## src/design/assert_macros.svh

```systemverilog
// Assertion helpers shared by the extractor modules.
// Both macros sample on clk and stay quiet while rst_n is low.
`ifndef ASSERT_MACROS_SVH
`define ASSERT_MACROS_SVH

// Check a property on every rising clock edge outside reset.
`define DRA_ASSERT(lbl, prop, msg) \
  lbl: assert property (@(posedge clk) disable iff (!rst_n) (prop)) else $error(msg);

// Check that a condition never holds outside reset.
`define DRA_NEVER(lbl, cond, msg) \
  lbl: assert property (@(posedge clk) disable iff (!rst_n) !(cond)) else $error(msg);

`endif

```

## src/design/dra_pkg.sv

```systemverilog
// Shared types and constants for the DNS reply answer extractor.
// No dependencies; imported by dra_front, dra_back and the top level.
`timescale 1ns / 1ps

package dra_pkg;

  localparam int HDR_BYTES   = 12;
  localparam int FIXED_BYTES = 10;
  localparam int MAX_LABEL   = 63;
  localparam int QTAIL_BYTES = 4;
  localparam int V4_BYTES    = 4;
  localparam int V6_BYTES    = 16;

  localparam logic [15:0] TYPE_A    = 16'd1;
  localparam logic [15:0] TYPE_AAAA = 16'd28;
  localparam logic [15:0] TYPE_PTR  = 16'd12;

  localparam logic [7:0] DOT_CHAR = 8'h2E;

  localparam logic [2:0] KIND_V4    = 3'd0;
  localparam logic [2:0] KIND_V6    = 3'd1;
  localparam logic [2:0] KIND_CHAR  = 3'd2;
  localparam logic [2:0] KIND_NONE  = 3'd3;
  localparam logic [2:0] KIND_TRUNC = 3'd4;

  localparam int QUEUE_DEPTH = 4;
  localparam int QUEUE_AW    = 2;

  typedef enum logic [3:0] {
    PH_HEADER,
    PH_QNAME,
    PH_QLABEL,
    PH_QPTR,
    PH_QTAIL,
    PH_ANAME,
    PH_ALABEL,
    PH_APTR,
    PH_AFIXED,
    PH_ASKIP,
    PH_ADDR,
    PH_PNAME,
    PH_PLABEL,
    PH_PPTR,
    PH_DONE
  } phase_t;

  // One message byte as it leaves the front end, already classified.
  typedef struct packed {
    logic [7:0] data;
    logic       last;
    logic       is_zero;
    logic       is_ptr;
  } msg_beat_t;

endpackage

```

## src/design/dns_reply_answer_extractor.sv

```systemverilog
// DNS reply answer extractor, top level.
//
// Input channel: one message byte per beat on in_msg_byte, with in_msg_end
// high on the final byte. Result channel: zero or one result beat per byte,
// carrying the query id, the kind (IPv4 byte, IPv6 byte, name character,
// none found, truncated), a payload byte, and a final mark on the last beat
// of each message. Both channels use valid/ready.
//
// Throughput: one byte per cycle while the result side is not stalled. The
// front end queues up to four bytes, so a stalled result side fills the
// queue before in_ready drops. Each byte passes a queue slot and then the
// output register on its way to a result beat on the outputs.
// While a result beat waits with out_ready low, the result register holds and
// the parser stops taking bytes; the queue absorbs input meanwhile.
// Reset (rst_n low, synchronous) empties the queue, drops any pending result
// and sets the parser to the header; no clearing pass follows. After each
// final-marked byte the parser rearms itself for the next message.
// Depends on dra_pkg, dra_front and dra_back.
`timescale 1ns / 1ps

module dns_reply_answer_extractor
  import dra_pkg::*;
(
  input  logic        clk,
  input  logic        rst_n,
  input  logic        in_valid,
  output logic        in_ready,
  input  logic [7:0]  in_msg_byte,
  input  logic        in_msg_end,
  output logic        out_valid,
  input  logic        out_ready,
  output logic [15:0] out_query_tag,
  output logic [2:0]  out_answer_kind,
  output logic [7:0]  out_payload_byte,
  output logic        out_final_result
);

  logic      q_valid;
  logic      q_pop;
  msg_beat_t q_beat;

  dra_front u_front (
    .clk         (clk),
    .rst_n       (rst_n),
    .in_valid    (in_valid),
    .in_ready    (in_ready),
    .in_msg_byte (in_msg_byte),
    .in_msg_end  (in_msg_end),
    .q_valid     (q_valid),
    .q_beat      (q_beat),
    .q_pop       (q_pop)
  );

  dra_back u_back (
    .clk              (clk),
    .rst_n            (rst_n),
    .q_valid          (q_valid),
    .q_beat           (q_beat),
    .q_pop            (q_pop),
    .out_valid        (out_valid),
    .out_ready        (out_ready),
    .out_query_tag    (out_query_tag),
    .out_answer_kind  (out_answer_kind),
    .out_payload_byte (out_payload_byte),
    .out_final_result (out_final_result)
  );

endmodule

```

## src/design/dra_front.sv

```systemverilog
// Front end: accepts message bytes, tags each one as name end, pointer or
// plain byte, and holds them in a short queue for the parser. Uses dra_pkg.
`timescale 1ns / 1ps

module dra_front
  import dra_pkg::*;
(
  input  logic       clk,
  input  logic       rst_n,
  input  logic       in_valid,
  output logic       in_ready,
  input  logic [7:0] in_msg_byte,
  input  logic       in_msg_end,
  output logic       q_valid,
  output msg_beat_t  q_beat,
  input  logic       q_pop
);

  msg_beat_t               slot_r [QUEUE_DEPTH];
  logic [QUEUE_AW-1:0]     wr_ptr_r;
  logic [QUEUE_AW-1:0]     rd_ptr_r;
  logic [QUEUE_AW:0]       count_r;
  logic                    push;
  logic                    pop;
  msg_beat_t               new_beat;

  assign in_ready = (count_r != (QUEUE_AW + 1)'(QUEUE_DEPTH));
  assign push     = in_valid && in_ready;
  assign q_valid  = (count_r != '0);
  assign pop      = q_pop && q_valid;
  assign q_beat   = slot_r[rd_ptr_r];

  always_comb begin
    new_beat.data    = in_msg_byte;
    new_beat.last    = in_msg_end;
    new_beat.is_zero = (in_msg_byte == 8'd0);
    new_beat.is_ptr  = (in_msg_byte > 8'(MAX_LABEL));
  end

  always_ff @(posedge clk) begin
    if (push) begin
      slot_r[wr_ptr_r] <= new_beat;
    end
  end

  always_ff @(posedge clk) begin
    if (!rst_n) begin
      wr_ptr_r <= '0;
      rd_ptr_r <= '0;
      count_r  <= '0;
    end else begin
      if (push) begin
        wr_ptr_r <= wr_ptr_r + 1'b1;
      end
      if (pop) begin
        rd_ptr_r <= rd_ptr_r + 1'b1;
      end
      case ({push, pop})
        2'b10:   count_r <= count_r + 1'b1;
        2'b01:   count_r <= count_r - 1'b1;
        default: count_r <= count_r;
      endcase
    end
  end

`include "assert_macros.svh"
  `DRA_NEVER(a_q_overfill, count_r > (QUEUE_AW + 1)'(QUEUE_DEPTH), "queue count above depth")
  `DRA_ASSERT(a_q_count_step, (push && !pop) |=> (count_r == $past(count_r) + 1'b1), "queue count missed a push")

endmodule

```

## src/design/dra_back.sv

```systemverilog
// Back end: walks the DNS message one byte per cycle when not stalled and
// registers at most one result beat per byte. Uses dra_pkg, assert_macros.svh.
`timescale 1ns / 1ps

module dra_back
  import dra_pkg::*;
(
  input  logic        clk,
  input  logic        rst_n,
  input  logic        q_valid,
  input  msg_beat_t   q_beat,
  output logic        q_pop,
  output logic        out_valid,
  input  logic        out_ready,
  output logic [15:0] out_query_tag,
  output logic [2:0]  out_answer_kind,
  output logic [7:0]  out_payload_byte,
  output logic        out_final_result
);

  phase_t      phase_r, phase_nxt;
  logic [15:0] cnt_r, cnt_nxt;
  logic [15:0] tag_r, tag_nxt;
  logic [15:0] ans_r, ans_nxt;
  logic [15:0] rtype_r, rtype_nxt;
  logic [15:0] body_r, body_nxt;
  logic [5:0]  label_r, label_nxt;
  logic [7:0]  held_char_r, held_char_nxt;
  logic        held_valid_r, held_valid_nxt;
  logic        started_r, started_nxt;
  logic        done_r, done_nxt;

  logic        out_valid_r;
  logic [15:0] out_tag_r;
  logic [2:0]  out_kind_r;
  logic [7:0]  out_byte_r;
  logic        out_fin_r;

  logic        advance;
  logic        emit;
  logic [2:0]  emit_kind;
  logic [7:0]  emit_byte;
  logic        emit_fin;
  logic [15:0] emit_tag;
  logic        do_skip;
  logic        do_rec_done;
  logic        rev_end;
  logic [7:0]  b;

  // Take a byte whenever the output slot is free or drains this cycle.
  assign advance = q_valid && (!out_valid_r || out_ready);
  assign q_pop   = advance;
  assign b       = q_beat.data;

  always_comb begin
    phase_nxt      = phase_r;
    cnt_nxt        = cnt_r;
    tag_nxt        = tag_r;
    ans_nxt        = ans_r;
    rtype_nxt      = rtype_r;
    body_nxt       = body_r;
    label_nxt      = label_r;
    held_char_nxt  = held_char_r;
    held_valid_nxt = held_valid_r;
    started_nxt    = started_r;
    done_nxt       = done_r;
    emit           = 1'b0;
    emit_kind      = KIND_NONE;
    emit_byte      = 8'd0;
    emit_fin       = 1'b0;
    emit_tag       = tag_r;
    do_skip        = 1'b0;
    do_rec_done    = 1'b0;
    rev_end        = 1'b0;

    if (advance) begin
      unique case (phase_r)
        PH_HEADER: begin
          if (cnt_r == 16'd0) tag_nxt = {b, 8'd0};
          else if (cnt_r == 16'd1) tag_nxt = tag_r | {8'd0, b};
          else if (cnt_r == 16'd6) ans_nxt = {b, 8'd0};
          else if (cnt_r == 16'd7) ans_nxt = ans_r | {8'd0, b};
          cnt_nxt = cnt_r + 16'd1;
          if (cnt_r >= 16'(HDR_BYTES - 1)) begin
            cnt_nxt   = 16'd0;
            phase_nxt = PH_QNAME;
          end
        end
        PH_QNAME, PH_ANAME: begin
          if (q_beat.is_zero) begin
            cnt_nxt   = 16'd0;
            phase_nxt = (phase_r == PH_QNAME) ? PH_QTAIL : PH_AFIXED;
          end else if (q_beat.is_ptr) begin
            phase_nxt = (phase_r == PH_QNAME) ? PH_QPTR : PH_APTR;
          end else begin
            label_nxt = b[5:0];
            phase_nxt = (phase_r == PH_QNAME) ? PH_QLABEL : PH_ALABEL;
          end
        end
        PH_QLABEL, PH_ALABEL: begin
          label_nxt = label_r - 6'd1;
          if (label_nxt == 6'd0) begin
            phase_nxt = (phase_r == PH_QLABEL) ? PH_QNAME : PH_ANAME;
          end
        end
        PH_QPTR: begin
          cnt_nxt   = 16'd0;
          phase_nxt = PH_QTAIL;
        end
        PH_APTR: begin
          cnt_nxt   = 16'd0;
          phase_nxt = PH_AFIXED;
        end
        PH_QTAIL: begin
          cnt_nxt = cnt_r + 16'd1;
          if (cnt_nxt >= 16'(QTAIL_BYTES)) begin
            if (ans_r == 16'd0) begin
              emit      = 1'b1;
              emit_kind = KIND_NONE;
              emit_fin  = 1'b1;
            end else begin
              phase_nxt = PH_ANAME;
            end
          end
        end
        PH_AFIXED: begin
          if (cnt_r == 16'd0) rtype_nxt = {b, 8'd0};
          else if (cnt_r == 16'd1) rtype_nxt = rtype_r | {8'd0, b};
          else if (cnt_r == 16'd8) body_nxt = {b, 8'd0};
          else if (cnt_r == 16'd9) body_nxt = body_r | {8'd0, b};
          cnt_nxt = cnt_r + 16'd1;
          if (cnt_r >= 16'(FIXED_BYTES - 1)) begin
            if (rtype_nxt == TYPE_A) begin
              cnt_nxt   = 16'(V4_BYTES);
              phase_nxt = PH_ADDR;
            end else if (rtype_nxt == TYPE_AAAA) begin
              cnt_nxt   = 16'(V6_BYTES);
              phase_nxt = PH_ADDR;
            end else if (rtype_nxt == TYPE_PTR) begin
              held_valid_nxt = 1'b0;
              started_nxt    = 1'b0;
              held_char_nxt  = 8'd0;
              phase_nxt      = PH_PNAME;
            end else begin
              do_skip = 1'b1;
            end
          end
        end
        PH_ASKIP: begin
          cnt_nxt = cnt_r - 16'd1;
          if (cnt_nxt == 16'd0) do_rec_done = 1'b1;
        end
        PH_ADDR: begin
          cnt_nxt   = cnt_r - 16'd1;
          emit      = 1'b1;
          emit_kind = (rtype_r == TYPE_A) ? KIND_V4 : KIND_V6;
          emit_byte = b;
          emit_fin  = (cnt_nxt == 16'd0);
        end
        PH_PNAME: begin
          if (body_r != 16'd0) body_nxt = body_r - 16'd1;
          if (q_beat.is_zero) begin
            rev_end = 1'b1;
          end else if (q_beat.is_ptr) begin
            phase_nxt = PH_PPTR;
          end else begin
            label_nxt = b[5:0];
            phase_nxt = PH_PLABEL;
            if (held_valid_r) begin
              emit          = 1'b1;
              emit_kind     = KIND_CHAR;
              emit_byte     = held_char_r;
              held_char_nxt = DOT_CHAR;
            end
          end
        end
        PH_PLABEL: begin
          if (body_r != 16'd0) body_nxt = body_r - 16'd1;
          if (held_valid_r) begin
            emit      = 1'b1;
            emit_kind = KIND_CHAR;
            emit_byte = held_char_r;
          end
          held_char_nxt  = b;
          held_valid_nxt = 1'b1;
          started_nxt    = 1'b1;
          label_nxt      = label_r - 6'd1;
          if (label_nxt == 6'd0) phase_nxt = PH_PNAME;
        end
        PH_PPTR: begin
          if (body_r != 16'd0) body_nxt = body_r - 16'd1;
          rev_end = 1'b1;
        end
        PH_DONE: begin
        end
        default: begin
        end
      endcase

      // End of a reverse name: release the held character or skip the rest.
      if (rev_end) begin
        if (started_r && held_valid_r) begin
          emit      = 1'b1;
          emit_kind = KIND_CHAR;
          emit_byte = held_char_r;
          emit_fin  = 1'b1;
        end else begin
          do_skip = 1'b1;
        end
      end

      if (do_skip) begin
        if (body_nxt == 16'd0) begin
          do_rec_done = 1'b1;
        end else begin
          cnt_nxt   = body_nxt;
          phase_nxt = PH_ASKIP;
        end
      end

      if (do_rec_done) begin
        ans_nxt = ans_nxt - 16'd1;
        if (ans_nxt == 16'd0) begin
          emit      = 1'b1;
          emit_kind = KIND_NONE;
          emit_byte = 8'd0;
          emit_fin  = 1'b1;
        end else begin
          phase_nxt = PH_ANAME;
        end
      end

      if (emit && emit_fin) begin
        done_nxt  = 1'b1;
        phase_nxt = PH_DONE;
      end

      emit_tag = tag_nxt;

      // Final beat: report truncation if nothing final went out, then rearm.
      if (q_beat.last) begin
        if (!done_nxt) begin
          emit      = 1'b1;
          emit_kind = KIND_TRUNC;
          emit_byte = 8'd0;
          emit_fin  = 1'b1;
        end
        phase_nxt      = PH_HEADER;
        cnt_nxt        = 16'd0;
        tag_nxt        = 16'd0;
        ans_nxt        = 16'd0;
        rtype_nxt      = 16'd0;
        body_nxt       = 16'd0;
        label_nxt      = 6'd0;
        held_char_nxt  = 8'd0;
        held_valid_nxt = 1'b0;
        started_nxt    = 1'b0;
        done_nxt       = 1'b0;
      end
    end
  end

  always_ff @(posedge clk) begin
    if (!rst_n) begin
      phase_r      <= PH_HEADER;
      cnt_r        <= 16'd0;
      tag_r        <= 16'd0;
      ans_r        <= 16'd0;
      rtype_r      <= 16'd0;
      body_r       <= 16'd0;
      label_r      <= 6'd0;
      held_char_r  <= 8'd0;
      held_valid_r <= 1'b0;
      started_r    <= 1'b0;
      done_r       <= 1'b0;
      out_valid_r  <= 1'b0;
    end else begin
      phase_r      <= phase_nxt;
      cnt_r        <= cnt_nxt;
      tag_r        <= tag_nxt;
      ans_r        <= ans_nxt;
      rtype_r      <= rtype_nxt;
      body_r       <= body_nxt;
      label_r      <= label_nxt;
      held_char_r  <= held_char_nxt;
      held_valid_r <= held_valid_nxt;
      started_r    <= started_nxt;
      done_r       <= done_nxt;
      if (advance) begin
        out_valid_r <= emit;
      end else if (out_ready) begin
        out_valid_r <= 1'b0;
      end
    end
  end

  always_ff @(posedge clk) begin
    if (advance && emit) begin
      out_tag_r  <= emit_tag;
      out_kind_r <= emit_kind;
      out_byte_r <= emit_byte;
      out_fin_r  <= emit_fin;
    end
  end

  assign out_valid        = out_valid_r;
  assign out_query_tag    = out_tag_r;
  assign out_answer_kind  = out_kind_r;
  assign out_payload_byte = out_byte_r;
  assign out_final_result = out_fin_r;

`include "assert_macros.svh"
  `DRA_NEVER(a_held_needs_start, held_valid_r && !started_r, "held character without a name")
  `DRA_ASSERT(a_fin_parks, (advance && emit && emit_fin) |=> (phase_r == PH_DONE || phase_r == PH_HEADER), "final beat did not park the parser")
  `DRA_ASSERT(a_last_rearms, (advance && q_beat.last) |=> (phase_r == PH_HEADER && !done_r), "final byte did not rearm the parser")

endmodule
```

## config.mk

```make
export PLATFORM = sky130hd
export DESIGN_NAME = dns_reply_answer_extractor
export DESIGN_NICKNAME = d
export VERILOG_FILES = /design/src/design/dra_pkg.sv /design/src/design/dns_reply_answer_extractor.sv /design/src/design/dra_front.sv /design/src/design/dra_back.sv
export VERILOG_INCLUDE_DIRS = /design/src /design/src/design
export SDC_FILE = /design/constraint.sdc
export NUM_CORES = 1
export LEC_CHECK = 0
export ABC_AREA = 1
export BUFFER_PORTS_ARGS = -buffer_cell sky130_fd_sc_hd__buf_2
export CAP_MARGIN = 20
export CORE_ASPECT_RATIO = 0.5
export CORE_MARGIN = 2
export CORE_UTILIZATION = 41
export CTS_CLUSTER_DIAMETER = 100
export DETAILED_ROUTE_END_ITERATION = 10
export GPL_ROUTABILITY_DRIVEN = 0
export REMOVE_ABC_BUFFERS = 1
export SYNTH_ARGS = -nofsm -noshare
export SYNTH_HDL_FRONTEND = slang
export SYNTH_SLANG_ARGS = --single-unit
```

## constraint.sdc

```tcl
create_clock -name clk -period 3.3 [get_ports clk]
set_input_delay 0.66 -clock clk [delete_from_list [all_inputs] [get_ports clk]]
set_output_delay 0.66 -clock clk [all_outputs]
set_load 0.02 [all_outputs]
```

# Word-level counts from Yosys, hierarchy flattened
# Memories as Yosys holds them, arrays and structs flattened. A register that Yosys moved wholly into a read port is not among the register bits.
# Index checks and enable logic that the tools add are counted.
[totals] register_bits=136 ramBits=44 in_bits=13 out_inout_bits=30 elab_cells=252 mem_count=1
[memory_table] memory="u_front.slot_r" depth=4 word_bits=11 read_ports=1 rd_ports_with_merged_regs=1 write_ports=1 line="dra_front.sv:19" rtl="msg_beat_t slot_r [QUEUE_DEPTH];"
[classes] add_sub_neg=9 magnitude_cmp=4 n_eq_ne=34 mux=148 bitwise_logic=4 n_reduce_logical=34
[ops] operator="$mux W16" count=34
[ops] operator="$mux W8" count=17
[ops] operator="$pmux W16 S6" count=1
[ops] operator="$logic_not A16 Y1" count=5
[ops] operator="$mux W4" count=19
[ops] operator="$or A16 B8 Y16" count=4
[ops] operator="$mux W1" count=50
[ops] operator="$eq A16 B1 Y1 const B" count=3
[ops] operator="$eq A16 B4 Y1 const B" count=3
[ops] operator="$pmux W8 S3" count=2
[ops] operator="$sub A16 B1 Y16 const B" count=3
[ops] operator="$pmux W4 S9" count=1
[ops] operator="$mux W3" count=11
[ops] operator="$eq A16 B3 Y1 const B" count=2
[ops] operator="$ge A16 B4 Y1 const B" count=2
[ops] operator="$pmux W16 S2" count=1
[ops] operator="$eq A4 B4 Y1 const B" count=6
[ops] operator="$mux W6" count=3
[ops] operator="$add A16 B1 Y16 const B" count=1
[ops] operator="$eq A16 B5 Y1 const B" count=1
[ops] operator="$eq A4 B3 Y1 const B" count=4
[ops] operator="$ge A16 B3 Y1 const B" count=1
[ops] operator="$reduce_bool A16 Y1" count=1
[ops] operator="$ne A3 B2 Y1 const B" count=5
[ops] operator="other kinds (31)" count=53

# Depth between registers and ports, before layout
[logic_depth] ltp_word=25 depth_mapped=25

# Modules after synthesis
# A second synthesis with hierarchy kept.
[unflattened] hier_cells=1663 hier_area_um2=11780.0
[by_module_without_submodules] mod="dra_back" instances=1 cells_each=1482 area_each_um2=9614.2 seq_area_each_um2=2862.7
[by_module_without_submodules] mod="dra_front" instances=1 cells_each=181 area_each_um2=2165.8 seq_area_each_um2=1501.4

# Worst setup path after synthesis
# OpenSTA, ideal clock, no wires.
[synth_path] path_type="reg-to-reg" from="register u_back.cnt_r[0]" to="register u_back.out_kind_r[0], in the netlist u_back.out_answer_kind[0], enable pin" arrival_time_ns=3.204 required_ns=2.917 path_slack_ns=-0.287 stages_incl_launch_ff=21 path_buffers=1 period_less_slack_ns=3.587 cell_sequence="dfxtp_1 -> inv_1 -> ha_1 -> nand3_1 -> nor2_1 -> nand3_4 -> buf_6 -> nand2_1 -> ha_1 -> nand3_1 -> nor2_1 -> nand2_1 -> nand2_1 -> nand2_1 -> nor2_1 -> nand2_1 -> nor2_1 -> nand3_2 -> nand3b_1 -> nand2_1 -> inv_1"
[synth_via] elab_chain_cells=25 word_cells_on_any_way=66 cone_classes="add/sub (3); order compare (2); eq/ne (8); mux (47); reduce/logical (6)"
[synth_rtl] element="from (decl)" line="dra_back.sv:22" rtl="logic [15:0] cnt_r, cnt_nxt;"
[synth_rtl] element="from (signal assigned)" line="dra_back.sv:279" rtl="cnt_r <= cnt_nxt;"
[synth_rtl] element="branches (longest 22 deep; another with $add A16 B1 Y16)"
[synth_rtl] element="$mux W1 (*)" line="dra_back.sv:241" rtl="if (q_beat.last) begin"
[synth_rtl] element="$mux W1 (*)" line="dra_back.sv:76" rtl="if (advance) begin"
[synth_rtl] element="$logic_and A1 B1 Y1 (*)" line="dra_back.sv:298" rtl="if (advance && emit) begin"
[synth_rtl] element="to (signal assigned)" line="dra_back.sv:300" rtl="out_kind_r <= emit_kind;"
[synth_rtl] element="to (decl)" line="dra_back.sv:35" rtl="logic [2:0] out_kind_r;"
# Every way passes the cells marked *. The select of a mux whose other input is x is not followed.
# A chain may end at the register's enable or synchronous reset.

# Final worst setup path
[layout_path] from="register u_back.cnt_r[10]" to="register u_back.out_tag_r[3], in the netlist u_back.out_query_tag[3], enable pin"
[layout_via] elab_chain_cells=25 word_cells_on_any_way=66 cone_classes="add/sub (3); order compare (2); eq/ne (8); mux (47); reduce/logical (6)"
[layout_rtl] element="branches (longest 22 deep; another with $add A16 B1 Y16)"
[layout_rtl] element="$mux W1 (*)" line="dra_back.sv:241"
[layout_rtl] element="$mux W1 (*)" line="dra_back.sv:76"
[layout_rtl] element="$logic_and A1 B1 Y1 (*)" line="dra_back.sv:298"
[layout_rtl] element="to (signal assigned)" line="dra_back.sv:299" rtl="out_tag_r <= emit_tag;"
[layout_rtl] element="to (decl)" line="dra_back.sv:34" rtl="logic [15:0] out_tag_r;"
# Marks and branches as above.

==> flow_summary.toml <==
[setup_path]
cp-start-kind = "register"
required_ns = 3.47
crit_path_max_fanout = 22
path_cells = "nor2_2 -> nand2_2 -> nor2_8 -> buf_4 -> nand3_4 -> buf_12 -> nand2_1 -> o21ai_2 -> nor2_2 -> nand3_2 -> nor2_2 -> nand3_1 -> nand2_1 -> nand2_1 -> nor2_2 -> nand3_2 -> nand3b_1 -> nand2_2 -> clkinv_4 -> clkbuf_16"
arrival_ns = 3.33
worstSetupPathType = "register to register"
rr_endpoint = "u_back.out_query_tag[3]$_DFFE_PP_"
r2r_setup_slack_ns = 0.14
cp_slowest_cell = "dfxtp_1"
r2r_cells = 20
critPathMostFrequentCell = "nor2_2"
cpPeakStageDelay_ns = 0.32
cp-end-kind = "register"
worstReg2RegStart = "u_back.cnt_r[10]$_SDFFE_PN0P_"

[clock_tree]
worstSkewPairLatency_ns = 0.46
cts.reportedPaths.clkPinSlew_ns = 0.08
numCtsBuffers = 17
clockBufferDepth = 2
cts_sinks = 182
cts_hold_buf = 0
cts_max_level = 4
cts_tree = "built"
cts-root-buf = "clkbuf_16"

[worst_hold_path]
min_from = "in_msg_end"
hold_path_class = "input port to register"
min_to = "u_front.slot_r[1][2]$_DFFE_PP_"
holdPathStages = 1

[layout]
drive_gt1_frac = 0.1663
area_delta_synth_final_pct = 18.27
final_area_um2 = 14010
nets = 1888
antenna_cells = 0
fill_cells = 2791

[global_routing]
grt_pass1_vias = 10840
grt_usage = 0.2539
gr-total-overflow = 0
grt_max_degree = 40
grt_first_pass_wirelength_um = 59640
grt_antenna_before_repair = 0

[logic_synthesis]
synth-seq-area-share = 0.3684
yosys_warnings = 0
synth_edf_count = 72
avgSynthCellArea_um2 = 6.816
syn_inst = 1738
synth_ff_type = "dfxtp_1"
yosysUniqueCellTypes = 52
yosysMostFrequentCell = "nand2_1"
synth_top_area_share = 0.1859
synth-seq-cells = 182
async_flop_share = 0
synth_area_leaders = "dfxtp_1 19%, edfxtp_1 18%, nand2_1 15%, nand3_1 6.5%, nor2_1 5.9%"
syn_area_um2 = 11850
netlist_top_cells_count = "462 x nand2_1, 185 x nor2_1, 168 x inv_1"
synth_largest_area_cell = "dfxtp_1"

[drt]
wl_per_cell_um = 16.92
wl_um = 38100
drtIter0Drc = 1260
drc = 0
vias = 12280
ant_nets = 0
vias_per_cell = 5.454
drt_pre_antenna_iters = 6

[die]
initial_core_util = 0.4226
ios = 43
die_x_um = 244.4
fp.coreArea_um2 = 28030
rows = 43
die_h_um = 124.2
dieArea_um2 = 30350

[timing]
setup_viol = 0
final_hold_viol_count = 0
worst_pin_slew_ns = 0.8107
fin_crit_sh = 0.9564
slew-limit-headroom = 0.4595
period_needed_ns = 3.156
finalClockSkew_ns = 0.01356
final-max-slew-violation-count = 0
fmax_mhz = 316.9

[pwr]
p_leak_uw = 0.006158
max-vdd-ir-drop_mv = 0.4855
power_uw = 9587
power.density_nw_per_um2 = 684.3

[place]
hpwl_um = 28040
io_buffers = 42
post_dp_cell_area_um2 = 13170

[job]
drv_cap = 0

[status]
status = "finished clean"
sequential cells by signal (all words and copies together), names as in the netlist, 4 cells and up, named ones only:
name,cells
u_back.tag_r,16
u_back.cnt_r,16
u_back.body_r,16
u_back.label_r,6
u_back.ans_r,16
u_back.held_char_r,8
u_back.rtype_r,16
u_back.phase_r,4
u_front.slot_r,44
u_back.out_payload_byte,8
u_back.out_query_tag,16
power breakdown:
part           internal (uW)  total, uW  switching [uW]
Sequential              2800       2960             158
Clock                    988       1980             995
Combinational           1360       4650            3290
layout make-up:
type                    count  area [um^2]  share of cell area
clock buffers              18        429.2             0.03063
repair buffers            173         1303             0.09296
clock inverters            13        116.4            0.008305
multi-input cells        1305         6633              0.4734
well taps                 382        478.0             0.03411
inverters                 179        684.4             0.04885
flip-flops and latches    182         4368              0.3118
worst max-delay path: cells and delay by family, from the launching register on:
family          cells  cell delay, ns
compound gates      1            0.08
buf+inv             4            0.62
flops               1            0.32
simple gates       15            1.82
per-layer routing:
layer / part of all wire / GRT usage
met1: 0.47 / 0.3674
met2: 0.43 / 0.3848
met3: 0.086 / 0.04546
met4: 0.021 / 0.07851
met5: 0 / 0
what timing repair did:
action / CTS / global route
setup buffers: 0 / 5
pin swaps: 0 / 12
resized for setup: 1 / 69
cloned: 0 / 3
setup endpoints to repair: 28 / 79
hold endpoints to repair: 0 / 0
cell usage in the layout (no fill, tap or decap), drive strengths merged, types with 2 or more instances in the layout:
| master | synthesis | routed |
|---|---|---|
| buf | 35 | 171 |
| a31oi | 9 | 9 |
| ha | 16 | 16 |
| nor4 | 16 | 16 |
| xor2 | 28 | 28 |
| nand4 | 39 | 39 |
| o221ai | 4 | 4 |
| clkinv | 3 | 7 |
| or2 | 6 | 6 |
| o21bai | 8 | 8 |
| edfxtp | 72 | 72 |
| o211ai | 19 | 19 |
| a221oi | 7 | 7 |
| inv | 176 | 184 |
| nand2 | 479 | 479 |
| o2111ai | 2 | 2 |
| clkbuf | 37 | 20 |
| a211oi | 7 | 7 |
| dfxtp | 110 | 110 |
| nor3 | 23 | 23 |
| and3 | 2 | 2 |
| o22ai | 14 | 14 |
| o21ai | 119 | 119 |
| a21oi | 127 | 127 |
| nand3b | 2 | 2 |
| xnor2 | 2 | 2 |
| nor2 | 205 | 205 |
| o21a | 5 | 5 |
| nand3 | 159 | 159 |
metrics by stage:
step	hold WS [ns]	setup TNS, ns	util	setup slack, ns	instances
CTS	0.4049	0	0.4894	0.02444	2244
global placement	0.4679	0	0.4698	0.07549	2213
finish	0.4194	0	0.4998	0.1440	2252
detailed placement	0.4709	-0.3599	0.4698	-0.01437	2213
global route	0.4195	-0.4911	0.4998	-0.04245	2252
floorplan	0.4454	-241.97	-	-2.506	1666
how the worst max path moves through the flow:
stage	startpoint	endpoint	slack (ns)	cells past startpoint
2_1_floorplan	out_ready	u_back.cnt_r[9]$_SDFFE_PN0P_	-2.51	9
3_3_place_gp	u_back.cnt_r[1]$_SDFFE_PN0P_	u_back.out_query_tag[14]$_DFFE_PP_	0.08	22
3_5_place_dp	u_back.cnt_r[1]$_SDFFE_PN0P_	u_back.out_payload_byte[1]$_SDFFCE_PN0P_	-0.01	22
4_1_cts	u_back.cnt_r[1]$_SDFFE_PN0P_	u_back.out_query_tag[1]$_DFFE_PP_	0.02	22
5_1_grt	u_back.cnt_r[0]$_SDFFE_PN0P_	u_back.out_query_tag[8]$_DFFE_PP_	-0.04	21
6_report	u_back.cnt_r[10]$_SDFFE_PN0P_	u_back.out_query_tag[3]$_DFFE_PP_	0.14	20
cell families (layout without fill, tap and decap cells):
| logic type | Yosys count | count (layout) | synth area share |
|---|---|---|---|
| buffers and inverters | 251 | 383 | 0.08745 |
| AND/OR/NAND/NOR | 934 | 934 | 0.3497 |
| flip-flops | 182 | 182 | 0.3684 |
| XOR/XNOR | 30 | 30 | 0.02218 |
| adder cells (fa/ha/maj) | 17 | 17 | 0.01859 |
| AO/OA/AOI/OAI | 324 | 324 | 0.1537 |
Note: power is estimated with default switching activity, not from simulation.
